[src/hw/rtl/bcsc_pkg.sv]
// ----------------------------------------------------------------------------
// Box collision side classifier package
// Shared side codes, field widths, register reset value and per-axis flags.
// ----------------------------------------------------------------------------
package bcsc_pkg;

  localparam int COORD_BITS_DEF = 24;
  localparam int SIZE_BITS      = 20;
  localparam int VEL_BITS       = 16;
  localparam int MASK_BITS      = 4;
  localparam int TOL_BITS       = 8;
  localparam int SIDE_BITS      = 4;

  localparam logic [SIDE_BITS-1:0] SIDE_NONE   = 4'd0;
  localparam logic [SIDE_BITS-1:0] SIDE_LEFT   = 4'd1;
  localparam logic [SIDE_BITS-1:0] SIDE_RIGHT  = 4'd2;
  localparam logic [SIDE_BITS-1:0] SIDE_TOP    = 4'd4;
  localparam logic [SIDE_BITS-1:0] SIDE_BOTTOM = 4'd8;

  localparam logic [MASK_BITS-1:0] FULL_MASK = 4'd15;
  localparam logic [TOL_BITS-1:0]  TOL_RESET = 8'd28;

  // Width of the internal sums: room for a coordinate or a size, plus the
  // doubled centre terms, with no wrap.
  function automatic int calc_bits(input int coord_bits);
    int base;
    base = (coord_bits > SIZE_BITS + 1) ? coord_bits : SIZE_BITS + 1;
    return base + 4;
  endfunction

  // Per-axis contact result. lo_hit is left or top, hi_hit is right or bottom.
  typedef struct packed {
    logic lo_hit;
    logic hi_hit;
    logic centre_neg;
    logic centre_pos;
  } axis_flags_t;

endpackage

[src/hw/rtl/bcsc_axis.sv]
// ----------------------------------------------------------------------------
// Box collision axis test
// Two register stages for one axis: edge sums first, then the contact tests,
// the overlap and the centre difference.
// ----------------------------------------------------------------------------
module bcsc_axis #(
  parameter int COORD_BITS = bcsc_pkg::COORD_BITS_DEF
) (
  input  logic                                         clk,
  input  logic                                         en_sum,
  input  logic                                         en_test,
  input  logic signed [COORD_BITS-1:0]                 pos_a,
  input  logic        [bcsc_pkg::SIZE_BITS-1:0]        size_a,
  input  logic signed [COORD_BITS-1:0]                 pos_b,
  input  logic        [bcsc_pkg::SIZE_BITS-1:0]        size_b,
  input  logic signed [bcsc_pkg::VEL_BITS-1:0]         vel,
  input  logic        [bcsc_pkg::TOL_BITS-1:0]         tol,
  output logic signed [bcsc_pkg::calc_bits(COORD_BITS)-1:0] overlap,
  output logic        [bcsc_pkg::calc_bits(COORD_BITS)-1:0] centre_abs,
  output bcsc_pkg::axis_flags_t                        flags
);
  import bcsc_pkg::*;

  localparam int CW = calc_bits(COORD_BITS);

  logic signed [CW-1:0] pa, pb, wa, wb, ve, te;

  // Sum stage registers.
  logic signed [CW-1:0] moved, moved_end, moved_end_tol;
  logic signed [CW-1:0] b_end, b_end_tol, a_tol, a_end, b_start, b_tol;
  logic signed [CW-1:0] centre_a2, centre_b2;

  logic signed [CW-1:0] lo_edge, hi_edge, diff;
  logic                 lo_c, hi_c;

  assign pa = {{(CW-COORD_BITS){pos_a[COORD_BITS-1]}}, pos_a};
  assign pb = {{(CW-COORD_BITS){pos_b[COORD_BITS-1]}}, pos_b};
  assign wa = {{(CW-SIZE_BITS){1'b0}}, size_a};
  assign wb = {{(CW-SIZE_BITS){1'b0}}, size_b};
  assign ve = {{(CW-VEL_BITS){vel[VEL_BITS-1]}}, vel};
  assign te = {{(CW-TOL_BITS){1'b0}}, tol};

  always_ff @(posedge clk) begin
    if (en_sum) begin
      moved         <= pa + ve;
      moved_end     <= pa + ve + wa;
      moved_end_tol <= pa + ve + wa + te;
      b_end         <= pb + wb;
      b_end_tol     <= pb + wb + te;
      a_tol         <= pa + te;
      a_end         <= pa + wa;
      b_start       <= pb;
      b_tol         <= pb + te;
      // Centres are kept doubled so that they stay exact.
      centre_a2     <= {pa[CW-2:0], 1'b0} + {ve[CW-2:0], 1'b0} + wa;
      centre_b2     <= {pb[CW-2:0], 1'b0} + wb;
    end
  end

  always_comb begin
    lo_c    = (moved < b_end_tol) && (a_tol > b_end);
    hi_c    = !lo_c && (moved_end_tol > b_start) && (a_end < b_tol);
    lo_edge = (moved_end < b_end) ? moved_end : b_end;
    hi_edge = (moved > b_start) ? moved : b_start;
    diff    = centre_a2 - centre_b2;
  end

  always_ff @(posedge clk) begin
    if (en_test) begin
      overlap          <= lo_edge - hi_edge;
      centre_abs       <= diff[CW-1] ? -diff : diff;
      flags.lo_hit     <= lo_c;
      flags.hi_hit     <= hi_c;
      flags.centre_neg <= diff[CW-1];
      flags.centre_pos <= !diff[CW-1] && (diff != '0);
    end
  end

endmodule

[src/hw/rtl/box_collision_side_classifier_top.sv]
// ----------------------------------------------------------------------------
// Box collision side classifier
// Moves the first box by the relative velocity, tests each side against the
// edge tolerance and reports one hit side per box pair.
// ----------------------------------------------------------------------------
// Throughput: one word per cycle while the output is not stalled, through four
// register stages (input, edge sums, axis tests, result); a stalled output fills
// empty stages first.
// Reset clears every valid flag and loads the edge tolerance with 28.
module box_collision_side_classifier_top #(
  parameter int COORD_BITS = bcsc_pkg::COORD_BITS_DEF
) (
  input  logic                                  clk,
  input  logic                                  rst,
  input  logic                                  cfg_we,
  input  logic [bcsc_pkg::TOL_BITS-1:0]         cfg_wdata,
  input  logic                                  in_valid,
  output logic                                  in_stall,
  input  logic signed [COORD_BITS-1:0]          first_pos_x,
  input  logic signed [COORD_BITS-1:0]          first_pos_y,
  input  logic [bcsc_pkg::SIZE_BITS-1:0]        first_size_x,
  input  logic [bcsc_pkg::SIZE_BITS-1:0]        first_size_y,
  input  logic signed [COORD_BITS-1:0]          second_pos_x,
  input  logic signed [COORD_BITS-1:0]          second_pos_y,
  input  logic [bcsc_pkg::SIZE_BITS-1:0]        second_size_x,
  input  logic [bcsc_pkg::SIZE_BITS-1:0]        second_size_y,
  input  logic signed [bcsc_pkg::VEL_BITS-1:0]  rel_vel_x,
  input  logic signed [bcsc_pkg::VEL_BITS-1:0]  rel_vel_y,
  input  logic [bcsc_pkg::MASK_BITS-1:0]        first_mask,
  input  logic [bcsc_pkg::MASK_BITS-1:0]        second_mask,
  output logic                                  out_valid,
  input  logic                                  out_stall,
  output logic [bcsc_pkg::SIDE_BITS-1:0]        hit_side
);
  import bcsc_pkg::*;

  localparam int CW = calc_bits(COORD_BITS);

  logic [TOL_BITS-1:0] tol;

  // Input register.
  logic                         v_in;
  logic signed [COORD_BITS-1:0] p1x, p1y, p2x, p2y;
  logic [SIZE_BITS-1:0]         w1x, w1y, w2x, w2y;
  logic signed [VEL_BITS-1:0]   vx, vy;
  logic [MASK_BITS-1:0]         m1, m2;

  logic v_sum, v_test;
  logic full_sum, full_test;

  logic                  rdy_out, rdy_test, rdy_sum, rdy_in;

  logic signed [CW-1:0]  ovl_x, ovl_y;
  logic [CW-1:0]         cabs_x, cabs_y;
  axis_flags_t           fl_x, fl_y;

  logic [SIDE_BITS-1:0]  horiz, vert, res_base, res_pick, hit_side_next;
  logic                  a_pos, b_pos;

  // Each stage moves on when it is empty or the stage after it moves.
  assign rdy_out  = !out_valid || !out_stall;
  assign rdy_test = !v_test || rdy_out;
  assign rdy_sum  = !v_sum || rdy_test;
  assign rdy_in   = !v_in || rdy_sum;
  assign in_stall = !rdy_in;

  always_ff @(posedge clk) begin
    if (rst) begin
      tol       <= TOL_RESET;
      v_in      <= 1'b0;
      v_sum     <= 1'b0;
      v_test    <= 1'b0;
      out_valid <= 1'b0;
    end else begin
      if (cfg_we) begin
        tol <= cfg_wdata;
      end
      if (rdy_in) begin
        v_in <= in_valid;
      end
      if (rdy_sum) begin
        v_sum <= v_in;
      end
      if (rdy_test) begin
        v_test <= v_sum;
      end
      if (rdy_out) begin
        out_valid <= v_test;
      end
    end
  end

  always_ff @(posedge clk) begin
    if (rdy_in) begin
      p1x <= first_pos_x;
      p1y <= first_pos_y;
      w1x <= first_size_x;
      w1y <= first_size_y;
      p2x <= second_pos_x;
      p2y <= second_pos_y;
      w2x <= second_size_x;
      w2y <= second_size_y;
      vx  <= rel_vel_x;
      vy  <= rel_vel_y;
      m1  <= first_mask;
      m2  <= second_mask;
    end
    if (rdy_sum) begin
      full_sum <= (m1 == FULL_MASK) && (m2 == FULL_MASK);
    end
    if (rdy_test) begin
      full_test <= full_sum;
    end
    if (rdy_out) begin
      hit_side <= hit_side_next;
    end
  end

  bcsc_axis #(
    .COORD_BITS(COORD_BITS)
  ) u_axis_x (
    .clk        (clk),
    .en_sum     (rdy_sum),
    .en_test    (rdy_test),
    .pos_a      (p1x),
    .size_a     (w1x),
    .pos_b      (p2x),
    .size_b     (w2x),
    .vel        (vx),
    .tol        (tol),
    .overlap    (ovl_x),
    .centre_abs (cabs_x),
    .flags      (fl_x)
  );

  bcsc_axis #(
    .COORD_BITS(COORD_BITS)
  ) u_axis_y (
    .clk        (clk),
    .en_sum     (rdy_sum),
    .en_test    (rdy_test),
    .pos_a      (p1y),
    .size_a     (w1y),
    .pos_b      (p2y),
    .size_b     (w2y),
    .vel        (vy),
    .tol        (tol),
    .overlap    (ovl_y),
    .centre_abs (cabs_y),
    .flags      (fl_y)
  );

  always_comb begin
    a_pos = (ovl_x > 0);
    b_pos = (ovl_y > 0);

    horiz = fl_x.lo_hit ? SIDE_LEFT : (fl_x.hi_hit ? SIDE_RIGHT : SIDE_NONE);
    vert  = fl_y.lo_hit ? SIDE_TOP : (fl_y.hi_hit ? SIDE_BOTTOM : SIDE_NONE);

    res_base = (b_pos || (vert != SIDE_NONE)) ? horiz : SIDE_NONE;
    if ((a_pos || (horiz != SIDE_NONE)) && (vert != SIDE_NONE) &&
        ((res_base == SIDE_NONE) || (ovl_x > ovl_y))) begin
      res_pick = vert;
    end else begin
      res_pick = res_base;
    end

    // Deep overlap of two fully collidable boxes: the centres decide.
    if (a_pos && b_pos && (res_pick == SIDE_NONE) && full_test) begin
      if (cabs_x > cabs_y) begin
        hit_side_next = horiz | (fl_x.centre_neg ? SIDE_RIGHT :
                                 (fl_x.centre_pos ? SIDE_LEFT : SIDE_NONE));
      end else begin
        hit_side_next = vert | (fl_y.centre_neg ? SIDE_BOTTOM :
                                (fl_y.centre_pos ? SIDE_TOP : SIDE_NONE));
      end
    end else begin
      hit_side_next = res_pick;
    end
  end

endmodule
[config.mk]
export PLATFORM = sky130hd
export DESIGN_NAME = box_collision_side_classifier_top
export DESIGN_NICKNAME = d
export VERILOG_FILES = /design/src/hw/rtl/bcsc_pkg.sv /design/src/hw/rtl/bcsc_axis.sv /design/src/hw/rtl/box_collision_side_classifier_top.sv
export SDC_FILE = /design/constraint.sdc
export NUM_CORES = 2
export LEC_CHECK = 0
export ABC_AREA = 1
export BUFFER_PORTS_ARGS = -buffer_cell sky130_fd_sc_hd__buf_2
export CORE_ASPECT_RATIO = 1.1
export CORE_MARGIN = 3
export CORE_UTILIZATION = 65
export DETAILED_ROUTE_END_ITERATION = 7
export GPL_ROUTABILITY_DRIVEN = 0
export PLACE_DENSITY = 0.83
export SETUP_SLACK_MARGIN = 0.2
export SYNTH_ARGS = -nofsm -noshare
export SYNTH_HDL_FRONTEND = slang
export SYNTH_HIERARCHICAL = 1
export SYNTH_SLANG_ARGS = --single-unit
export TNS_END_PERCENT = 100
[constraint.sdc]
create_clock -name clk -period 33.1 [get_ports clk]
set_input_delay 4.965 -clock clk [delete_from_list [all_inputs] [get_ports clk]]
set_output_delay 4.965 -clock clk [all_outputs]
set_load 0.05 [all_outputs]
* Word-level counts from Yosys, hierarchy flattened
Cells that the tools add are included.
Cells by class: bitwise gates (word level) 2, multipliers 0, $lt $le $gt $ge 16, equal/unequal tests 2, multiplexer cells 18, shifts and indexed selects 0, reduce and logical (&&, ||, !) cells 37, $add $sub $neg 28, div/mod/pow operators 0
Operator list (count):
- less-than comparator 28 bit | 6
- adder 28 x 9 -> 28 bit | 4
- > comparator 28 x 24 -> 1 bit | 4
- > comparator 28 bit | 4
- two-way mux 28 bit | 4
- subtractor 28 bit | 4
- adder 24 x 21 -> 25 bit | 4
- adder 24 x 9 -> 25 bit | 4
- adder 28 x 20 -> 28 bit | 2
- adder 28 x 21 -> 28 bit | 2
- > comparator 28 x 1 -> 1 bit (second input constant) | 2
- negator 28 bit | 2
- nonzero test 28 bit | 2
- two-way mux 27 bit | 2
- adder 25 x 17 -> 26 bit | 2
- adder 25 x 21 -> 26 bit | 2
- adder 24 x 16 -> 25 bit | 2
- two-way mux 4 bit | 6
- logical AND 1 bit | 14
- zero test 1 bit | 10
- == test 4 bit (second input constant) | 2
- zero test 4 bit | 2
- two-way mux 2 bit | 4
- nonzero test 4 bit | 2
- 5 further kinds | 11
Word-level totals: memory bits (read-only) 0, memories 0, word-level logic and storage cells 159, register bits after elaboration 962, memory bits (writable) 0, bits of input ports 229, latch bits 0

* Depth between registers and ports, before layout
depth after elaboration 13, depth in mapped cells 32, depth with buffers taken out 32

* Hierarchy
Netlist, hierarchy kept.
By module, submodules not included:
- bcsc_axis at u_axis_x | cells each 3546, instances 1, area an instance 29515.8 um^2
- bcsc_axis at u_axis_y | cells each 3430, instances 1, area an instance 28635.0 um^2
- box_collision_side_classifier_top | cells each 597, instances 1, area an instance 8974.9 um^2

* Worst setup path before layout
No wires, ideal clock.
path kind input to register, start point input out_stall, end point register m1[0], enable pin, buffers on the path 0, path slack 4468 ps, stages on the path 7, arrival time 28144 ps, required time 32612 ps, setup time 488 ps, cell sequence nand2_1 -> nor2_1 -> inv_1 -> nor2_1 -> inv_1 -> nor2_1 -> inv_1
Between the ends: cells in the longest elaborated chain, start to end 5
Ends and longest elaborated chain:
- start: declaration | line box_collision_side_classifier_top.sv:32 | input logic out_stall,
- zero test 1 bit | line box_collision_side_classifier_top.sv:61 | assign rdy_out = !out_valid || !out_stall;
- logical OR 1 bit | line box_collision_side_classifier_top.sv:61
- logical OR 1 bit | line box_collision_side_classifier_top.sv:62 | assign rdy_test = !v_test || rdy_out;
- net rdy_test | line box_collision_side_classifier_top.sv:51 | logic rdy_out, rdy_test, rdy_sum, rdy_in;
- logical OR 1 bit | line box_collision_side_classifier_top.sv:63 | assign rdy_sum = !v_sum || rdy_test;
- net rdy_sum | line box_collision_side_classifier_top.sv:51
- logical OR 1 bit | line box_collision_side_classifier_top.sv:64 | assign rdy_in = !v_in || rdy_sum;
- end signal: assignment | line box_collision_side_classifier_top.sv:105 | m1 <= first_mask;
- end: declaration | line box_collision_side_classifier_top.sv:46 | logic [MASK_BITS-1:0] m1, m2;
The timed path passes the listed nets, and every way through them passes these cells. A chain may end at the register's enable or synchronous reset.

* Worst setup path in the final report
start point input out_stall, end point output in_stall
Between the ends: cells in the longest elaborated chain, start to end 6
Ends and longest elaborated chain:
- zero test 1 bit | line box_collision_side_classifier_top.sv:61
- logical OR 1 bit | line box_collision_side_classifier_top.sv:61
- net rdy_out | line box_collision_side_classifier_top.sv:51
- logical OR 1 bit | line box_collision_side_classifier_top.sv:62
- net rdy_test | line box_collision_side_classifier_top.sv:51
- logical OR 1 bit | line box_collision_side_classifier_top.sv:63
- net rdy_sum | line box_collision_side_classifier_top.sv:51
- logical OR 1 bit | line box_collision_side_classifier_top.sv:64
- zero test 1 bit | line box_collision_side_classifier_top.sv:65 | assign in_stall = !rdy_in;
- end: declaration | line box_collision_side_classifier_top.sv:18 | output logic in_stall,
The timed path passes the listed nets, and every way through them passes these cells.

==> flow_summary.html <==
<table>
<tr><th>Metric</th><th>Value</th></tr>
<tr><th colspan="2">STA</th></tr>
<tr><td>Sum Neg Setup Slack</td><td>0 ns</td></tr>
<tr><td>Slew headroom</td><td>0.217</td></tr>
<tr><td>Final Cycle Share</td><td>0.381</td></tr>
<tr><td>Final-report setup violation count</td><td>0</td></tr>
<tr><td>Clock Skews</td><td>0.0534 ns</td></tr>
<tr><td>RSZ-0062 raised after global routing</td><td>false</td></tr>
<tr><td>Peak clock frequency supported by timing</td><td>just under 0.08 GHz</td></tr>
<tr><td>Number of max-slew violations in the final report</td><td>0</td></tr>
<tr><td>Shortest period the worst path allows</td><td>12.60 ns</td></tr>
<tr><td>Hold Vio Cnt, Final</td><td>0</td></tr>
<tr><td>Worst-margin pin slew</td><td>1.17 ns</td></tr>
<tr><th colspan="2">Critical path</th></tr>
<tr><td>Worst Path Required</td><td>28.13 ns</td></tr>
<tr><td>Maximum fanout encountered on the critical timing path</td><td>143</td></tr>
<tr><td>Cells along the critical path</td><td>buf_2 -&gt; nand2_1 -&gt; nor2_1 -&gt; inv_4 -&gt; nor2_1 -&gt; inv_8 -&gt; nor2_1 -&gt; buf_4 -&gt; buf_2</td></tr>
<tr><td>Critical path start-end classification</td><td>in2out</td></tr>
<tr><td>Largest stage delay, worst path</td><td>between 0.7 and 0.8 ns</td></tr>
<tr><td>Cell type of the slowest stage on the worst timing path</td><td>inv_8</td></tr>
<tr><td>CP Capture Type</td><td>primary output</td></tr>
<tr><td>Critical path arrival</td><td>7.64 ns</td></tr>
<tr><td>Setup crit start kind</td><td>input port</td></tr>
<tr><td>Cell with the most instances on the worst path</td><td>nor2_1</td></tr>
<tr><th colspan="2">Final layout</th></tr>
<tr><td>Net count reported at finish</td><td>between 8,000 and 9,000</td></tr>
<tr><td>Final Non-Filler Cells</td><td>9,358</td></tr>
<tr><td>Area growth from synthesis to layout</td><td>9.09%</td></tr>
<tr><td>Ratio of cells with drive above 1 in the final layout</td><td>0.0803</td></tr>
<tr><th colspan="2">Route</th></tr>
<tr><td>Number of vias per cell after detailed routing</td><td>6.15</td></tr>
<tr><td>Post-detailed-route count of antenna-violating nets</td><td>0</td></tr>
<tr><td>Routed wire length per instance</td><td>21.3 um</td></tr>
<tr><td>Vias post-DR</td><td>approximately 58,000</td></tr>
<tr><td>1st-iter DRT viols</td><td>~7,500</td></tr>
<tr><td>WL final</td><td>199 mm</td></tr>
<tr><td>Initial DRT Pass Iterations</td><td>8</td></tr>
<tr><td>DRC violation count after routing</td><td>13</td></tr>
<tr><th colspan="2">Floorplanning</th></tr>
<tr><td>Floorplan core area</td><td>102,000 um2</td></tr>
<tr><td>Vertical die dimension</td><td>343 um</td></tr>
<tr><td>Starting Density</td><td>0.656</td></tr>
<tr><td>Die Area</td><td>~110,000 um2</td></tr>
<tr><td>I/O pin count</td><td>235</td></tr>
<tr><td>Number of placement rows</td><td>123</td></tr>
<tr><td>Die X</td><td>312 um</td></tr>
<tr><th colspan="2">Global routing</th></tr>
<tr><td>Via count of the first global-routing pass</td><td>~54,000</td></tr>
<tr><td>Global router's overall resource usage</td><td>0.363</td></tr>
<tr><td>Initial antenna violation count</td><td>13</td></tr>
<tr><td>Sum of overflow across all layers after global routing</td><td>0</td></tr>
<tr><td>Maximum number of pins on one net before global-route repair</td><td>189</td></tr>
<tr><td>Wire length of the first global-routing pass</td><td>299 mm</td></tr>
<tr><th colspan="2">Yosys</th></tr>
<tr><td>Count of flip-flops with a built-in enable after synthesis</td><td>roughly 900</td></tr>
<tr><td>Synthesized area per cell</td><td>8.86 um2</td></tr>
<tr><td>Primary flip-flop cell chosen by synthesis mapping</td><td>edfxtp_1</td></tr>
<tr><td>Synthesis-stage register bit count</td><td>916</td></tr>
<tr><td>Synth warn</td><td>6</td></tr>
<tr><td>Number of library cell types mapped by synthesis</td><td>66</td></tr>
<tr><td>Mapped Nets</td><td>8,658</td></tr>
<tr><td>Netlist area before placement</td><td>roughly 67,000 um2</td></tr>
<tr><td>Post-Synthesis Cells</td><td>7,573</td></tr>
<tr><td>Fraction of registers with async set or reset after synthesis</td><td>0</td></tr>
<tr><td>Sequential-to-total area share from yosys stat</td><td>0.408</td></tr>
<tr><th colspan="2">Clock network</th></tr>
<tr><td>CTS tree</td><td>built</td></tr>
<tr><td>TritonCTS Sinks</td><td>916</td></tr>
<tr><td>Root buffer selected by CTS</td><td>clkbuf_16</td></tr>
<tr><td># Post-CTS Setup Buffers</td><td>0</td></tr>
<tr><td># H-tree levels</td><td>3</td></tr>
<tr><td>Clock slew seen by the registers of the worst setup and hold paths</td><td>approximately 0.06 ns</td></tr>
<tr><td>Maximum root-to-sink buffer count</td><td>3</td></tr>
<tr><td>Total of hold buffers inserted after clock tree synthesis</td><td>0</td></tr>
<tr><td>Later-pin clock latency in the skew report</td><td>0.73 ns</td></tr>
<tr><td>Total of cells resized after clock tree synthesis</td><td>0</td></tr>
<tr><td>TritonCTS buffer count</td><td>95</td></tr>
<tr><th colspan="2">Power</th></tr>
<tr><td>Leakage power total</td><td>between 30 and 40 nW</td></tr>
<tr><td>Pwr dens</td><td>around 77 nW/um2</td></tr>
<tr><td>Max IR drop VDD</td><td>0.0493 mV</td></tr>
<tr><th colspan="2">Min path</th></tr>
<tr><td>Worst min path class</td><td>reg2reg</td></tr>
<tr><th colspan="2">Place</th></tr>
<tr><td>Half-perimeter wire length of the detailed placement result</td><td>between 150 and 200 mm</td></tr>
<tr><td>Cell count after placement</td><td>approximately 9,200</td></tr>
<tr><td>PortBufs</td><td>234</td></tr>
<tr><th colspan="2">Outcome</th></tr>
<tr><td>Violated checks</td><td>design-rule violations</td></tr>
<tr><td>Status</td><td>finished, violations left</td></tr>
<tr><th colspan="2">Job</th></tr>
<tr><td>Max-cap violation count</td><td>0</td></tr>
</table>
[per-layer routing]
layer	global-route usage	routed length [um]	part of all wire	vias to the layer above
met4	0.235	14800	0.074	12
met2	0.558	86500	0.43	3512
met5	0	84	0.00042	-
li1	-	-	-	26600
met1	0.456	72600	0.36	26700
met3	0.0954	25100	0.13	776
[power breakdown]
group	leakage [nW]	internal (W)	switching, W
registers	9.71	0.00166	0.000186
clock network	1.50	0.000601	0.000476
logic	23.1	0.000923	0.00178
[cell usage in the layout, fill, tap and decap left out, types with 14 or more instances in the layout]
cell type  synthesis  final
xnor2_1          154    154
o21bai_1          32     32
o21ai_1           28     28
nand3_1          374    374
buf_4              1     28
nand3_2           24     24
nor4_1            25     25
a21boi_0          15     15
inv_1            964    961
clkbuf_1          22     14
clkbuf_16          0     95
nor2_1           533    533
a21oi_2           14     14
a21oi_1          596    596
a21o_1            38     38
clkinv_1           3     27
a211oi_1          18     18
nor3_1            85     85
nand3b_1          25     25
nand4_1          177    177
nand2_1         1700   1700
ha_1             786    786
inv_2             39     39
fa_1              70     70
nand2_2           49     49
a31oi_1           34     34
clkinv_2           0     17
o21ai_0          326    326
xor2_1           294    294
nor2_2            37     37
o211ai_1          25     25
o21a_1            34     34
nor2_4            23     23
edfxtp_1         904    904
buf_2              5    234
[synthesized netlist by cell type (23+ instances only)]
| cell type | instances | share of area |
|---|---|---|
| nor3_1 | 85 | 0.0063 |
| nor2_1 | 533 | 0.030 |
| inv_2 | 39 | 0.0022 |
| nand4_1 | 177 | 0.016 |
| inv_1 | 964 | 0.054 |
| nand3_1 | 374 | 0.028 |
| xor2_1 | 294 | 0.038 |
| a21oi_1 | 596 | 0.044 |
| nor4_1 | 25 | 0.0023 |
| nand2_1 | 1700 | 0.095 |
| o21bai_1 | 32 | 0.0036 |
| o211ai_1 | 25 | 0.0028 |
| nand3b_1 | 25 | 0.0028 |
| nor2_2 | 37 | 0.0034 |
| o21ai_1 | 28 | 0.0021 |
| xnor2_1 | 154 | 0.020 |
| nand3_2 | 24 | 0.0036 |
| a21o_1 | 38 | 0.0042 |
| edfxtp_1 | 904 | 0.40 |
| ha_1 | 786 | 0.15 |
| a31oi_1 | 34 | 0.0032 |
| fa_1 | 70 | 0.021 |
| nor2_4 | 23 | 0.0039 |
| nand2_2 | 49 | 0.0046 |
| o21a_1 | 34 | 0.0038 |
| o21ai_0 | 326 | 0.024 |
[stage by stage]
stage	worst slack (ns)	power [W]	instance area, um2	utilization	hold WS [ns]
CTS	20.50	0.00555	73200	0.715	0.473
detailed placement	20.51	0.00444	70100	0.685	0.467
floorplan	4.47	0.00369	67100	-	0.400
global placement	20.54	0.00432	70100	0.685	0.454
global route	20.23	0.00598	73200	0.715	0.497
finish	20.50	0.00563	73200	0.715	0.480
[flip-flops by register name (all words and copies together), names as in the netlist, 26 cells and up]
signal and flops:
u_axis_x/b_end_tol 26, u_axis_y/moved_end_tol 27, u_axis_x/moved_end_tol 27, u_axis_y/centre_b2 26, u_axis_x/centre_a2 27, u_axis_y/centre_abs 28
u_axis_y/b_end_tol 26, u_axis_x/moved_end 26, u_axis_x/centre_abs 28, u_axis_x/overlap 28, u_axis_y/moved_end 26, u_axis_y/centre_a2 27
u_axis_x/centre_b2 26, u_axis_y/overlap 28
[path summary, 6_finish.rpt]
| check | start | to | slack [ns] | cells past startpoint |
|---|---|---|---|---|
| worst max-delay path | out_stall | in_stall | 20.50 | 9 |
| worst min-delay path | v_sum | v_test | 0.48 | 2 |
| worst max register to register | u_axis_y/b_start[23] | u_axis_y/overlap[14] | 27.35 | 24 |
| worst min register to register | v_sum | v_test | 0.48 | 2 |
[kinds of logic (layout without fill, tap and decap cells)]
group	after synthesis	count (layout)	share of synthesized area
DFF	916	916	0.408
other	0	2	0
adders and majority gates	856	856	0.167
xor gates and xnor gates	468	468	0.0645
and+or+nand+nor	3090	3090	0.201
AOI/OAI and AO/OA	1206	1206	0.101
buffers and inverters	1037	1445	0.0583
[area by class of cell]
class | count | area (um2)
Antenna cell | 2 | 5.00
Clock buffer | 109 | 2430
Clock inverter | 66 | 654
Fill cell | 7276 | 29100
Inverter | 1007 | 3800
Multi-Input combinational cell | 5620 | 35800
Sequential cell | 916 | 27400
Tap cell | 1375 | 1720
Timing Repair Buffer | 263 | 1400
[worst max-delay path, delay by kind of cell]
family	cells	cell delay [ns]
buf+inv	5	1.75
simple gates	4	0.80
Power figures use the tool's default switching activity.
